## config.mk

```make
export PLATFORM = sky130hd
export DESIGN_NAME = bdpcm_front
export DESIGN_NICKNAME = d
export VERILOG_FILES = /design/src/rtl/bayer_dpcm_bit_decoder_assert.svh /design/src/rtl/bdpcm_pkg.sv /design/src/rtl/bdpcm_front.sv
export SDC_FILE = /design/constraint.sdc
export NUM_CORES = 1
export LEC_CHECK = 0
export ABC_CLOCK_PERIOD_IN_PS = 3300
export BUFFER_PORTS_ARGS = -buffer_cell sky130_fd_sc_hd__clkbuf_2
export CORE_MARGIN = 1
export CORE_UTILIZATION = 53
export DETAILED_ROUTE_END_ITERATION = 8
export HOLD_SLACK_MARGIN = 0.05
export PLACE_DENSITY_LB_ADDON = 0.3
export SLEW_MARGIN = 20
export SYNTH_ARGS = -nofsm -noshare
export SYNTH_HDL_FRONTEND = slang
export SYNTH_SLANG_ARGS = --single-unit
export TNS_END_PERCENT = 30
```

## constraint.sdc

```tcl
create_clock -name clk_i -period 3.3 [get_ports clk_i]
set_input_delay 0.33 -clock clk_i [delete_from_list [all_inputs] [get_ports clk_i]]
set_output_delay 0.33 -clock clk_i [all_outputs]
set_load 0.01 [all_outputs]
```

## src/rtl/bayer_dpcm_bit_decoder_assert.svh

```systemverilog
// Assertion macros for the Bayer DPCM bit decoder.
`ifndef BAYER_DPCM_BIT_DECODER_ASSERT_SVH
`define BAYER_DPCM_BIT_DECODER_ASSERT_SVH
`ifndef SYNTHESIS
`define BDPCM_ASSERT(name, prop) \
  name: assert property (@(posedge clk_i) disable iff (!rst_ni) prop) \
    else $error("bdpcm assertion failed");
`define BDPCM_NEVER(name, expr) \
  name: assert property (@(posedge clk_i) disable iff (!rst_ni) !(expr)) \
    else $error("bdpcm forbidden condition");
`else
`define BDPCM_ASSERT(name, prop)
`define BDPCM_NEVER(name, expr)
`endif
`endif

```

## src/rtl/bdpcm_pkg.sv

```systemverilog
`timescale 1ns / 1ps
`default_nettype none
package bdpcm_pkg;

  localparam int unsigned MAX_WIDTH_DEF = 1024;
  localparam int unsigned WREG_W        = 11;
  localparam int unsigned HREG_W        = 13;
  localparam int unsigned ROW_W         = 12;
  localparam int unsigned COL_W         = 11;
  localparam int unsigned BUF_BITS      = 17;
  localparam int unsigned CNT_W         = 5;
  localparam int unsigned MAX_RESULTS   = 8;
  localparam int unsigned DEF_WIDTH     = 640;
  localparam int unsigned DEF_HEIGHT    = 480;
  localparam int unsigned MIN_WIDTH     = 6;
  localparam int unsigned MIN_HEIGHT    = 2;
  localparam int unsigned MAX_HEIGHT    = 4096;

  localparam logic REG_WIDTH  = 1'b0;
  localparam logic REG_HEIGHT = 1'b1;

  typedef struct packed {
    logic [7:0] compressed_byte;
    logic       start_of_frame;
  } in_item_t;

  typedef struct packed {
    logic [7:0] pixel_value;
    logic       end_of_frame;
    logic       last_of_item;
  } out_item_t;

  typedef struct packed {
    logic [WREG_W-1:0] width;
    logic [HREG_W-1:0] height;
    logic              width_wr;
  } cfg_t;

endpackage
`default_nettype wire

```

## src/rtl/bdpcm_front.sv

```systemverilog
`timescale 1ns / 1ps
`default_nettype none
module bdpcm_front (
  input  wire logic                 clk_i,
  input  wire logic                 rst_ni,
  input  wire logic                 in_valid_i,
  output logic                      in_stall_o,
  input  wire bdpcm_pkg::in_item_t  in_data_i,
  output logic                      q_valid_o,
  output bdpcm_pkg::in_item_t       q_data_o,
  input  wire logic                 q_pop_i
);
  import bdpcm_pkg::*;

  in_item_t   slot_q [2];
  logic       wr_ptr_q;
  logic       rd_ptr_q;
  logic [1:0] count_q;
  logic       push;

  assign in_stall_o = (count_q == 2'd2);
  assign push       = in_valid_i & ~in_stall_o;
  assign q_valid_o  = (count_q != 2'd0);
  assign q_data_o   = slot_q[rd_ptr_q];

  always_ff @(posedge clk_i) begin
    if (push) begin
      slot_q[wr_ptr_q] <= in_data_i;
    end
  end

  always_ff @(posedge clk_i or negedge rst_ni) begin
    if (!rst_ni) begin
      wr_ptr_q <= 1'b0;
      rd_ptr_q <= 1'b0;
      count_q  <= 2'd0;
    end else begin
      if (push) begin
        wr_ptr_q <= ~wr_ptr_q;
      end
      if (q_pop_i) begin
        rd_ptr_q <= ~rd_ptr_q;
      end
      count_q <= count_q + 2'(push) - 2'(q_pop_i);
    end
  end

endmodule
`default_nettype wire

```

==> reports/summary.txt <==
Placed cells = 83
Setup-failing EPs final = 0
Synth Cell Area = 881 um2
Cell taking the most area after synthesis = edfxtp_1
Worst Path Required = 2.97 ns
DRT iter0 DRCs = 7
Static Leak = 0.457 nW
Synth Net Count = 60
GRT Resource Usage Total = 0.136
Core area = 1520 um2
Combinational share of power = 0.347
I/O Buffers = 23
TritonCTS clock tree = built
Placer Congestion = 0.688
Most common cell after layout, fill and taps aside = clkbuf_2
Worst Skew = 0.00637 ns
Initial antenna violation count = 0
Syn Inst Count = 45
Final nets = 88
Post-CTS Setup Repair Bufs = 0
Die Ht = 42.8 um
Met3 usage = 0.0255
RSZ-0062 raised after global routing = false
Io pins = 24
Switching pwr = 0.000254 W
Kind of critical path = reg -> out
Fin. Hold Viols = 0
Power Density = 821 nW/um2
Vias per inst = 4.95
Critical path startpoint category = flop
# rows = 14
Vias post-DR = 436
Slew headroom = 0.515
Final slew viol count = 0
Pint = 0.000601 W
Sequential power share = 0.518
Post-CTS sizing = 0
Clk sinks = 22
Post-route setup TNS = 0 ns
Starting density of the core = 0.578
Crit end category = output port
Yosys top cell area share = 0.614
Peak supply drop = 567 uV
Diode count = 0
Synth-to-layout area growth = 18.2%
Status = finished, final reports clean
Die Footprint = 1830 um2
CTS Hold Buffers Added = 1
Met2 usage = 0.239
Min-delay worst type = in -> reg
Global Route met1 Usage = 0.153
Yosys reg bits = 22
Clk buf depth = 2
Worst slew pin tran = 0.725 ns
DRT Pass-1 Iters = 2
Largest net degree at the start of global routing = 13
Final min period = 1.81 ns
Buffers & Inverters on Critical Path = 1
CP top delay family = flip-flops
CTS Buf Count = 3
Overflow after GRT = 0
Yosys warns = 0
Synth area leaders = edfxtp_1 61%, mux2_4 15%, dfrtp_1 11%
Achievable Freq = 553 MHz
CP Max Fanout = 10
Sequential element share of the synthesized area = 0.727
Number of global-route vias before repair = 441
Final ANT Viol Nets = 0
Slowest CP cell = dfrtp_1
Clk network pwr share = 0.135
Max incr delay on CP = 0.71 ns
Root Driver = clkbuf_4
Drc violations = 0
DRT Wirelength = 1100 um
Non-filler cells, final = 88
Sw Share = 0.297
Clock H-tree levels = 1
Clock slew at reported path FFs = 0.11 ns
WL/cell = 12.5 um
Post-layout util = 0.683
Synth unique cells = 13
Critical path, cell by cell = mux2_4 > clkbuf_2
Arrival time worst endpoint = 1.48 ns
Die width = 42.8 um
First-pass GRT wire length = 1780 um
Global route hottest layer = met2
Crit share post-route = 0.548
Max cap viols = 0
Syn avg cell area = 19.6 um2
Most frequent cells in the layout = 23 x clkbuf_2, 18 x edfxtp_1, 9 x mux2_4
Clk Latency, worst-skew pair = 0.30 ns
Layout cells sized above 1 = 0.500
-- cell families (layout without fill, tap and decap cells) --
kind of cell | after synthesis | after routing | share of synthesized area
xor+xnor | 4 | 4 | 0.0398
flops | 22 | 22 | 0.727
buf+inv | 3 | 30 | 0.0213
fa+ha+maj | 2 | 2 | 0.0284
mux | 9 | 9 | 0.153
simple gates | 5 | 5 | 0.0298
-- path summary, 6_finish.rpt --
check / to / start / cells after the start / slack [ns]
worst max register to register: slot_q[0][4]$_DFFE_PP_ / count_q[1]$_DFF_PN0_ / 3 / 1.74
max in group asynchronous: rd_ptr_q$_DFFE_PN0P_ / rst_ni / 2 / 2.81
worst max-delay path: q_data_o[7] / rd_ptr_q$_DFFE_PN0P_ / 2 / 1.49
worst min-delay path: slot_q[1][2]$_DFFE_PP_ / in_data_i[2] / 1 / 0.21
min in group asynchronous: wr_ptr_q$_DFFE_PN0P_ / rst_ni / 2 / 0.37
worst min register to register: wr_ptr_q$_DFFE_PN0P_ / wr_ptr_q$_DFFE_PN0P_ / 1 / 0.50
-- stage by stage --
step,power (W),hold slack [ns],cell area (um2),setup slack [ns]
final,0.000855,0.214,1040,1.49
after floorplan,0.000666,0.0344,881,1.89
after CTS,0.000866,0.213,1040,1.47
after global routing,0.000905,0.207,1040,1.41
after global placement,0.000740,0.141,1000,1.82
after detailed placement,0.000750,0.144,1000,1.77
-- flip-flops by register name, indices dropped and copies added, names as in the netlist --
| register | cells |
|---|---|
| rd_ptr_q | 1 |
| wr_ptr_q | 1 |
| count_q | 2 |
| slot_q | 18 |
-- power by group through the flow --
stage          Clock, W  Sequential, W  Combinational [W]
3_3_place_gp          0       0.000447           0.000293
3_5_place_dp          0       0.000451           0.000300
6_report       0.000115       0.000443           0.000297
4_1_cts        0.000120       0.000444           0.000302
2_1_floorplan         0       0.000415           0.000251
5_1_grt        0.000126       0.000452           0.000327
-- routing by layer --
metal | share of wire | vias up
li1 | - | 217
met1 | 0.42 | 199
met2 | 0.52 | 16
met3 | 0.044 | 4
met4 | 0.012 | 0
met5 | 0 | -
-- worst reg2reg max path, cell delays in order (launching register included) --
cell and delay (ns):
dfrtp_1 0.41, nand2b_1 0.11, nand2_1 0.11, nor2_1 0.57
-- area by class of cell --
class	count	area, um2
flip-flops and latches	22	641
fillers	110	483
multi-input cells	20	221
repair buffers	24	125
clock buffers	3	22.5
well taps	16	20.0
inverters	2	7.51
clock inverters	1	3.75
-- synth_stat cells --
master / count
edfxtp_1: 18
buf_6: 1
or2_2: 1
nor2_1: 1
nand2b_1: 1
dfrtp_1: 4
xor2_1: 1
mux2_4: 9
inv_1: 2
nand2_1: 1
and3_1: 1
xnor2_1: 3
ha_1: 2
Note: power is estimated with default switching activity, not from simulation.
