--- src/rtl/bayer_dpcm_bit_decoder_assert.svh ---
// Assertion macros for the Bayer DPCM bit decoder.
`ifndef BAYER_DPCM_BIT_DECODER_ASSERT_SVH
`define BAYER_DPCM_BIT_DECODER_ASSERT_SVH
`ifndef SYNTHESIS
`define BDPCM_ASSERT(name, prop) \
  name: assert property (@(posedge clk_i) disable iff (!rst_ni) prop) \
    else $error("bdpcm assertion failed");
`define BDPCM_NEVER(name, expr) \
  name: assert property (@(posedge clk_i) disable iff (!rst_ni) !(expr)) \
    else $error("bdpcm forbidden condition");
`else
`define BDPCM_ASSERT(name, prop)
`define BDPCM_NEVER(name, expr)
`endif
`endif

--- src/rtl/bdpcm_pkg.sv ---
`timescale 1ns / 1ps
`default_nettype none
package bdpcm_pkg;

  localparam int unsigned MAX_WIDTH_DEF = 1024;
  localparam int unsigned WREG_W        = 11;
  localparam int unsigned HREG_W        = 13;
  localparam int unsigned ROW_W         = 12;
  localparam int unsigned COL_W         = 11;
  localparam int unsigned BUF_BITS      = 17;
  localparam int unsigned CNT_W         = 5;
  localparam int unsigned MAX_RESULTS   = 8;
  localparam int unsigned DEF_WIDTH     = 640;
  localparam int unsigned DEF_HEIGHT    = 480;
  localparam int unsigned MIN_WIDTH     = 6;
  localparam int unsigned MIN_HEIGHT    = 2;
  localparam int unsigned MAX_HEIGHT    = 4096;

  localparam logic REG_WIDTH  = 1'b0;
  localparam logic REG_HEIGHT = 1'b1;

  typedef struct packed {
    logic [7:0] compressed_byte;
    logic       start_of_frame;
  } in_item_t;

  typedef struct packed {
    logic [7:0] pixel_value;
    logic       end_of_frame;
    logic       last_of_item;
  } out_item_t;

  typedef struct packed {
    logic [WREG_W-1:0] width;
    logic [HREG_W-1:0] height;
    logic              width_wr;
  } cfg_t;

endpackage
`default_nettype wire

--- src/rtl/bdpcm_cfg.sv ---
`timescale 1ns / 1ps
`default_nettype none
module bdpcm_cfg #(
  parameter int unsigned MAX_WIDTH = bdpcm_pkg::MAX_WIDTH_DEF
) (
  input  wire logic              clk_i,
  input  wire logic              rst_ni,
  input  wire logic              psel,
  input  wire logic              penable,
  input  wire logic              pwrite,
  input  wire logic [2:0]        paddr,
  input  wire logic [31:0]       pwdata,
  output logic      [31:0]       prdata,
  output logic                   pready,
  output bdpcm_pkg::cfg_t        cfg_o
);
  import bdpcm_pkg::*;

  logic [WREG_W-1:0] width_q;
  logic [HREG_W-1:0] height_q;
  logic              wr;

  assign pready = 1'b1;
  assign wr     = psel & penable & pwrite;

  always_ff @(posedge clk_i or negedge rst_ni) begin
    if (!rst_ni) begin
      width_q  <= WREG_W'(DEF_WIDTH);
      height_q <= HREG_W'(DEF_HEIGHT);
    end else if (wr) begin
      if (paddr[2] == REG_WIDTH) begin
        width_q <= pwdata[WREG_W-1:0];
      end else begin
        height_q <= pwdata[HREG_W-1:0];
      end
    end
  end

  always_comb begin
    if (paddr[2] == REG_HEIGHT) begin
      prdata = 32'(height_q);
    end else begin
      prdata = 32'(width_q);
    end
  end

  always_comb begin
    if (width_q < WREG_W'(MIN_WIDTH)) begin
      cfg_o.width = WREG_W'(MIN_WIDTH);
    end else if (14'(width_q) > 14'(MAX_WIDTH)) begin
      cfg_o.width = WREG_W'(MAX_WIDTH);
    end else begin
      cfg_o.width = width_q;
    end
    if (height_q < HREG_W'(MIN_HEIGHT)) begin
      cfg_o.height = HREG_W'(MIN_HEIGHT);
    end else if (height_q > HREG_W'(MAX_HEIGHT)) begin
      cfg_o.height = HREG_W'(MAX_HEIGHT);
    end else begin
      cfg_o.height = height_q;
    end
    cfg_o.width_wr = wr && (paddr[2] == REG_WIDTH);
  end

endmodule
`default_nettype wire

--- config.mk ---
export PLATFORM = sky130hd
export DESIGN_NAME = bdpcm_cfg
export DESIGN_NICKNAME = d
export VERILOG_FILES = /design/src/rtl/bayer_dpcm_bit_decoder_assert.svh /design/src/rtl/bdpcm_pkg.sv /design/src/rtl/bdpcm_cfg.sv
export SDC_FILE = /design/constraint.sdc
export NUM_CORES = 1
export LEC_CHECK = 0
export BUFFER_PORTS_ARGS = -buffer_cell sky130_fd_sc_hd__buf_2
export CAP_MARGIN = 20
export CORE_UTILIZATION = 47
export CTS_BUF_LIST = sky130_fd_sc_hd__clkbuf_8
export DETAILED_ROUTE_END_ITERATION = 12
export PLACE_DENSITY = 0.95
export SYNTH_ARGS = -nofsm -noshare
export SYNTH_HDL_FRONTEND = slang
export SYNTH_SLANG_ARGS = --single-unit
--- constraint.sdc ---
create_clock -name clk_i -period 2.2 [get_ports clk_i]
set_clock_uncertainty 0.05 [all_clocks]
set_input_delay 0.11 -clock clk_i [delete_from_list [all_inputs] [get_ports clk_i]]
set_output_delay 0.11 -clock clk_i [all_outputs]
set_load 0.03 [all_outputs]
==> metrics.yaml <==
status: "finished clean"
hp-class: "input pin to flop"
clkTransAtPathRegs_ns: 0.08
cts.sinks: 24
post-route-period-util_pct: 83.77
slew_violations: 0
ctsLongestPathBuffers: 2
via_count: 1021
dp_cells: 218
io_buffers: 56
worst_pin_slew_ns: 0.5704
core_sq_mm: 0.003028
core.rowCount: 20
place_congestion: 0.7286
yosysSeqAreaShare_pct: 40.84
fin_nets: 220
clock_power_share_pct: 14.5
cap_viol_max_count: 0
areaGrowthSynthToFinish_pct: 17.06
grt_pass1_wl_mm: 4.450
peakVddDrop_mv: 0.4947
finalWirelength_mm: 2.829
die_h_um: 58.29
synth-seq-cells: 24
power_density_mw_per_mm2: 997.1
syn_avg_cell_area_sq_um: 11.63
die_width_um: 58.29
cp_max_fo: 4
yosys_warnings: 0
num_io_pins: 98
grt_pass1_vias: 900
routedWlPerCell_um: 12.69
finalSetupViolations: 0
period_needed_ns: 1.843
internal_power_w: 0.0009790
clock-root-buffer: "clkbuf_8"
cts_tree: "done"
dp_hpwl_mm: 2.110
startpoint_type: "flop"
viasPerCell: 4.578
fmax_ghz: 0.5426
synth.distinct_cells: 23
ant_nets: 0
combPwrFrac_pct: 46.4
setup-tns-final_ns: 0
r2r_start: "height_q[12]$_DFFE_PN0P_"
firstDrtPassIters: 4
drtIter0Drc: 24
swShare_pct: 43.66
critPathLaunch: "width_q[6]$_DFFE_PN0P_"
pwr-share-seq_pct: 39.1
p_leak_nw: 0.9244
crit_required_ns: 2.04
fin_ws_ns: 0.3571
cts.repair.resized: 0
drive_above_1_share_pct: 56.42
cts-htree-levels: 1
die-area_sq_mm: 0.003397
netlist_instances: 128
finalHoldViolCount: 0
power.switching_w: 0.0007588
antenna_found_initial: 0
antenna_cells: 0
final_cell_count_no_fill: 223
hold_ws_ns: 0.03794
start_util_pct: 49.17
slew_headroom_pct: 61.63
overflow: 0
rsz0062_at_grt: "false"
route.detailed.drc: 0
pre_cts_ws_ns: 0.6561
arrival_ns: 1.68
grt_usage_pct: 17.71
holdCritStartpoint: "pwdata[11]"
clk-insertion-delay-late_ns: 0.26
p_total_w: 0.001738
endpoint_kind: "output pin"
synth.cell_area_sq_mm: 0.001489
cts_made_buffers: 3
path_class: "flop to output pin"
grt_max_degree: 25
## area by class of cell
type | count | area [sq um]
Clock inverter | 1 | 3.754
Timing Repair Buffer | 57 | 290.3
Multi-Input combinational cell | 91 | 733.2
Fill cell | 286 | 1285
Clock buffer | 3 | 41.29
Tap cell | 44 | 55.05
Inverter | 3 | 11.26
Sequential cell | 24 | 608.1
## final timing paths
path | endpoint | slack, ns | cells past startpoint
hold / removal | height_q[11]$_DFFE_PN0P_ | 0.04 | 2
hold reg to reg | width_q[0]$_DFFE_PN0P_ | 0.46 | 1
setup / recovery | cfg_o[16] | 0.36 | 4
setup reg to reg | height_q[12]$_DFFE_PN0P_ | 1.15 | 1
min in group asynchronous | height_q[2]$_DFFE_PN0P_ | 0.31 | 2
max in group asynchronous | height_q[6]$_DFFE_PN1P_ | 1.42 | 2
## state kept, by name (all words and copies together), names as in the netlist
signal / count
width_q: 11
height_q: 13
## cell families after synthesis
| group | share of synthesized area [%] |
|---|---|
| other | 0.5044 |
| AND/OR/NAND/NOR | 14.29 |
| flip-flops | 40.84 |
| AO/OA/AOI/OAI | 1.932 |
| buffers and inverters | 14.45 |
| multiplexers | 27.98 |
## critical path: stages (launching register included)
cell	delay [ns]
dfrtp_1	0.42
nor4_1	0.55
a21oi_1	0.14
nor2_1	0.11
buf_2	0.20
## layer usage
metal  share of wire (%)  track usage, %
met1                  46           23.93
met5                   0               0
met3                 4.5           2.902
met2                  49           29.89
met4                0.46           4.082
## synth_stat cells
| library cell | count | area (sq um) |
|---|---|---|
| a311oi_1 | 1 | 8.760 |
| and3b_1 | 1 | 8.760 |
| nor2_1 | 2 | 7.510 |
| buf_4 | 20 | 150.1 |
| nand3_1 | 1 | 5.000 |
| mux2_4 | 9 | 135.1 |
| nor2b_1 | 17 | 106.4 |
| nor3_1 | 2 | 10.01 |
| nand4b_4 | 1 | 23.77 |
| nand2_1 | 2 | 7.510 |
| conb_1 | 2 | 7.510 |
| and2_1 | 2 | 12.51 |
| dfrtp_1 | 18 | 450.4 |
| mux2_2 | 25 | 281.5 |
| a21oi_1 | 3 | 15.01 |
| nor4_1 | 3 | 18.77 |
| o21ai_0 | 1 | 5.000 |
| clkbuf_1 | 4 | 15.01 |
| buf_6 | 3 | 33.78 |
| nand4_2 | 1 | 12.51 |
| dfstp_2 | 6 | 157.7 |
| inv_1 | 3 | 11.26 |
| buf_2 | 1 | 5.000 |
## layout by cell type (no fill, tap or decap), drive strengths merged, types with 2 or more instances in the layout
master,instances
nor2,2
a21oi,3
dfrtp,18
buf,56
nor3,2
inv,4
nor2b,17
nor4,3
clkbuf,3
nand2,2
dfstp,6
and2,2
mux2,34
conb,20
## power groups by stage
stage	logic, W	registers, W	clock network [W]
final	0.000806	0.000679	0.000252
after floorplan	0.000678	0.000628	0
after global placement	0.000798	0.000683	0
after global routing	0.000855	0.000699	0.000282
after detailed placement	0.000809	0.000687	0
after CTS	0.000812	0.000678	0.000257
## what timing repair did
action                                  in CTS  in global routing
endpoints found under the setup margin       0                  0
buffers inserted                             0                  0
endpoints found under the hold margin       18                  0
hold buffers                                 1                  0
## metrics by stage
step | instance area, sq um | util, %
finish | 1743 | 57.56
global route | 1743 | 57.56
CTS | 1743 | 57.56
detailed placement | 1688 | 55.74
global placement | 1688 | 55.74
floorplan | 1556 | -
(Power assumes the default switching activity.)
